===== config.mk =====
export PLATFORM = sky130hd
export DESIGN_NAME = jpdtc_regs
export DESIGN_NICKNAME = d
export VERILOG_FILES = /design/src/design/jpdtc_pkg.sv /design/src/design/jpdtc_regs.sv
export SDC_FILE = /design/constraint.sdc
export NUM_CORES = 1
export LEC_CHECK = 0
export ABC_AREA = 1
export ABC_CLOCK_PERIOD_IN_PS = 1100
export BUFFER_PORTS_ARGS = -buffer_cell sky130_fd_sc_hd__buf_4
export CAP_MARGIN = 10
export CORE_MARGIN = 1
export CORE_UTILIZATION = 47
export CTS_CLUSTER_SIZE = 25
export DETAILED_ROUTE_END_ITERATION = 6
export PLACE_DENSITY = 0.8
export SETUP_SLACK_MARGIN = 0.5
export SYNTH_ARGS = -nofsm -noshare
export SYNTH_HDL_FRONTEND = slang
export SYNTH_SLANG_ARGS = --single-unit

===== constraint.sdc =====
create_clock -name clk -period 1.1 [get_ports clk]
set_clock_uncertainty 0.05 [all_clocks]
set_input_delay 0.11 -clock clk [delete_from_list [all_inputs] [get_ports clk]]
set_output_delay 0.11 -clock clk [all_outputs]
set_load 0.05 [all_outputs]

===== src/design/jpdtc_pkg.sv =====
// Shared types and constants of the joint PD torque controller.
// Used by the register block, the top level and the checker.
package jpdtc_pkg;

  localparam int JOINT_COUNT_DEFAULT = 64;

  localparam int JOINT_W  = 6;
  localparam int VALUE_W  = 32;
  localparam int PGAIN_W  = 40;
  localparam int DGAIN_W  = 48;
  localparam int LIMIT_W  = 31;

  localparam int IN_TDATA_W  = 72;
  localparam int OUT_TDATA_W = 40;

  localparam int APB_ADDR_W = 5;
  localparam int APB_DATA_W = 64;

  localparam logic [PGAIN_W-1:0] PROP_GAIN_RESET  = 40'd196608000;
  localparam logic [DGAIN_W-1:0] DERIV_GAIN_RESET = 48'd13107200000;
  localparam logic [LIMIT_W-1:0] TORQUE_LIMIT_RESET = 31'd32768000;

  typedef enum logic [1:0] {
    REG_PROP_GAIN    = 2'd0,
    REG_DERIV_GAIN   = 2'd1,
    REG_TORQUE_LIMIT = 2'd2
  } reg_index_t;

  typedef struct packed {
    logic [PGAIN_W-1:0] prop_gain;
    logic [DGAIN_W-1:0] deriv_gain_per_step;
    logic [LIMIT_W-1:0] torque_limit;
  } cfg_t;

endpackage


===== src/design/jpdtc_regs.sv =====
// APB register file of the joint PD torque controller: gains and torque limit.
// Depends on jpdtc_pkg.
module jpdtc_regs (
  input  logic                            clk,
  input  logic                            rst,
  input  logic                            psel,
  input  logic                            penable,
  input  logic                            pwrite,
  input  logic [jpdtc_pkg::APB_ADDR_W-1:0] paddr,
  input  logic [jpdtc_pkg::APB_DATA_W-1:0] pwdata,
  output logic [jpdtc_pkg::APB_DATA_W-1:0] prdata,
  output logic                            pready,
  output jpdtc_pkg::cfg_t                 cfg
);
  import jpdtc_pkg::*;

  logic       wr_en;
  logic [1:0] reg_sel;

  assign pready  = 1'b1;
  assign wr_en   = psel && penable && pwrite && pready;
  assign reg_sel = paddr[4:3];

  always_ff @(posedge clk) begin
    if (rst) begin
      cfg.prop_gain           <= PROP_GAIN_RESET;
      cfg.deriv_gain_per_step <= DERIV_GAIN_RESET;
      cfg.torque_limit        <= TORQUE_LIMIT_RESET;
    end else if (wr_en) begin
      case (reg_sel)
        REG_PROP_GAIN:    cfg.prop_gain           <= pwdata[PGAIN_W-1:0];
        REG_DERIV_GAIN:   cfg.deriv_gain_per_step <= pwdata[DGAIN_W-1:0];
        REG_TORQUE_LIMIT: cfg.torque_limit        <= pwdata[LIMIT_W-1:0];
        default: ;
      endcase
    end
  end

  always_comb begin
    case (reg_sel)
      REG_PROP_GAIN:    prdata = APB_DATA_W'(cfg.prop_gain);
      REG_DERIV_GAIN:   prdata = APB_DATA_W'(cfg.deriv_gain_per_step);
      REG_TORQUE_LIMIT: prdata = APB_DATA_W'(cfg.torque_limit);
      default:          prdata = '0;
    endcase
  end

endmodule


==> flow_metrics.tcl, run 1 <==
set metrics [dict create \
    status "aborted with a tool error" \
    stop_stage "clock tree synthesis (4_1_cts)" \
    stop_error "[ERROR DPL-0038] Utilization greater than 100%, impossible to legalize" \
    cts.sinks 119 \
    die_h_um 111 \
    io_pins 258 \
    synth-seq-cells 119 \
    clock_path_buffers 2 \
    htreeDepth 4 \
    synthCells 869 \
    die_w_um 111 \
    cts.repair.resized 477 \
    row_count 39 \
    routabilityCongestion 0.797 \
    synth_cell_types 15 \
    avgSynthCellArea_um2 6.44 \
    post_cts_buffers 39 \
    synth_area_um2 5600 \
    dp_hpwl_um 12900 \
    root_buffer "clkbuf_16" \
    cts_buffers 17 \
    start_util_pct 48.6 \
    ys_warn_count 0 \
    dpl.cell_count 1226 \
    ys_seq_area_share_pct 42.5 \
    io_buffer_count 221 \
]
[metrics by stage]
step                worst slack (ns)  cell area, µm²
floorplan                      0.192            7460
global placement              -0.221            9270
detailed placement            -0.247            9270
[cell usage after synthesis, drive strengths merged]
| cell type | number | area share, % |
|---|---|---|
| nand3 | 151 | 13 |
| inv | 59 | 4.0 |
| a22o | 9 | 1.4 |
| conb | 2 | 0.13 |
| clkbuf | 14 | 0.94 |
| buf | 62 | 6.9 |
| dfxtp | 119 | 43 |
| nand2 | 238 | 16 |
| nor2 | 215 | 15 |
[cells by family after synthesis]
family,share of synthesized area [%]
buf+inv,11.8
simple gates,44.2
compound gates,1.41
flops,42.5
other cells,0.134
==> inputs of run 2 (changes only) <==
- CORE_UTILIZATION: 47 -> 40
- CTS_CLUSTER_SIZE: 25 -> default
- PLACE_DENSITY: 0.8 -> default
- PLACE_DENSITY_LB_ADDON: default -> 0.15
- SETUP_SLACK_MARGIN: 0.5 -> default
==> run 2 against run 1 <==
Synthesized area unchanged; the flow now finishes, with violations (DRC, setup timing); synthesized cell count unchanged.
==> flow_metrics.tcl, run 2 <==
set metrics [dict create \
    die_w_um 120 \
    clock_path_buffers 2 \
    p_leak_nw 5.66 \
    root_buffer "clkbuf_16" \
    synth-seq-cells 119 \
    ys.flop_type "dfxtp_1" \
    area_growth_pct 112 \
    dr.pass1.iters 7 \
    dp_hpwl_um 11700 \
    hp-class "in2reg" \
    period_share_pct 121 \
    n_antenna_cell 0 \
    setup_violations 115 \
    ys_warn_count 0 \
    final_cell_area_um2 11900 \
    viasPerCell 5.47 \
    critPathKind "in2out" \
    hold_viol_final 0 \
    grt_pass1_vias 6609 \
    crit_path_end_kind "output port" \
    cts_buffers 17 \
    wire_per_inst_um 20.1 \
    dieArea_um2 14500 \
    htreeDepth 4 \
    die_h_um 120 \
    seq_power_share_pct 36.1 \
    yosys.area.top_type "dfxtp_1" \
    seqCellArea_um2 2700 \
    vias 7808 \
    cts.sinks 119 \
    synth-edff-count 0 \
    ant_nets 0 \
    powerDensity_nw_per_um2 1030 \
    top_register "cfg" \
    grt_overflow 0 \
    finalNetCount 1314 \
    arrival_ns 1.17 \
    crit_required_ns 0.94 \
    row_count 42 \
    routabilityCongestion 0.772 \
    synth_top_cells_by_count "nand2_1 (237), nor2_1 (213), nand3_1 (151), dfxtp_1 (119), inv_1 (56)" \
    avgSynthCellArea_um2 6.44 \
    synth.most_common_cell "nand2_1" \
    drt_iter0_drc 770 \
    track_usage_pct 28.5 \
    status "complete, but fails checks" \
    finish.utilization_pct 88.4 \
    drc_errors 2 \
    synth.top_cell.area_share_pct 42.5 \
    yosys-top-cells-area "dfxtp_1 (43%), nand2_1 (16%), nor2_1 (14%)" \
    synth_area_um2 5600 \
    maxSlewViolCount 0 \
    reg_top3 "cfg (119)" \
    start_util_pct 41.6 \
    totalWireLength_um 28700 \
    fillers 593 \
    place_ws_ns -0.126 \
    p_int_mw 8.59 \
    cap_violations 0 \
    antenna_found_initial 0 \
    final_common_cell "nor2_1" \
    place_area_um2 8110 \
    fmax_ghz 0.752 \
    p_switching_mw 3.65 \
    ys_async_sr_fraction_pct 0 \
    crit_fanout 16 \
    largest_register_ffs 119 \
    grt_max_degree 49 \
    violations "DRC, setup timing" \
    rsz0062_at_grt "true" \
    io_pins 258 \
    layout_common_cells "nor2_1 (200), nand2_1 (165), buf_8 (128)" \
    cts_tree "built" \
    pwr-share-clk_pct 40.5 \
    drive_gt1_share_pct 52.1 \
    synthCells 869 \
    layout_min_cycle_time_ns 1.33 \
    cp-start-kind "primary input" \
    grt_pass1_wl_um 32400 \
    power_frac_comb_pct 23.4 \
    synth_cell_types 15 \
    clk_latency_ns 0.41 \
    setup_ws_ns -0.230 \
    multiInputGateArea_um2 3160 \
    whs_ns 0.0291 \
    io_buffer_count 221 \
    swShare_pct 29.8 \
    cts.clk_slew.worst_paths_ns 0.05 \
    core_um2 13500 \
    peakVddDrop_mv 0.958 \
    tns_ns -12.92 \
    ys_seq_area_share_pct 42.5 \
]
==> run 2: cell counts after synthesis <==
Identical to the previous run, type by type.
==> run 2: final timing paths <==
kind,start,to,slack [ns],depth (start not counted)
worst min-delay path,pwdata[2],cfg[81],0.03,5
worst min register to register,cfg[22],cfg[22],0.45,2
worst max-delay path,paddr[3],prdata[37],-0.23,7
worst max register to register,cfg[112],cfg[112],0.17,4
==> run 2: cell type report <==
type	count	area share, %
tap	176	1.85
clock buffer	26	4.20
multi-input combinational	630	26.6
inverter	59	1.95
sequential	119	22.7
timing repair buffer	413	42.6
clock inverter	4	0.168
==> run 2: cell families after synthesis <==
group | after synthesis | synth area share, %
AOI/OAI and AO/OA | 9 | 1.41
DFF | 119 | 42.5
buffers and inverters | 135 | 11.8
other | 2 | 0.134
and+or+nand+nor | 604 | 44.2
==> run 2: worst max-delay path, stage by stage <==
cell	delay (ns)
buf_12	0.09
inv_6	0.04
nor2_4	0.26
buf_4	0.20
clkbuf_16	0.19
a22o_4	0.13
buf_8	0.14
==> run 2: metrics by stage <==
step / power [mW] / std cells
final: 12.2 / 1427
after global routing: 12.6 / 1427
after CTS: 11.7 / 1345
after detailed placement: 6.55 / 1256
after global placement: 6.54 / 1256
after floorplan: 5.89 / 884
==> run 2: what timing repair did <==
item | 4_1_cts | 5_1_grt
gates cloned | 0 | 13
endpoints found under the hold margin | 94 | 0
pin swaps | 50 | 27
resized for setup | 343 | 186
endpoints found under the setup margin | 167 | 138
hold buffers | 45 | 0
setup buffers | 14 | 70
==> run 2: metal layers <==
| layer | part of all wire (%) | up-vias | wire length (µm) | GRT usage [%] |
|---|---|---|---|---|
| met4 | 4.7 | 0 | 1350 | 13.9 |
| met3 | 8.8 | 137 | 2540 | 5.75 |
| met2 | 51 | 552 | 14700 | 50.6 |
| met1 | 35 | 3707 | 10100 | 32.4 |
| met5 | 0 | - | 0 | 0 |
| li1 | - | 3412 | - | - |
==> run 2: power by group through the flow <==
stage | logic, mW | clock network [mW] | registers [mW]
finish | 2.86 | 4.95 | 4.42
global route | 2.97 | 5.16 | 4.42
CTS | 2.29 | 4.96 | 4.48
detailed placement | 1.95 | 0 | 4.60
global placement | 1.94 | 0 | 4.60
floorplan | 0.977 | 0 | 4.91
(Power assumes the default switching activity.)
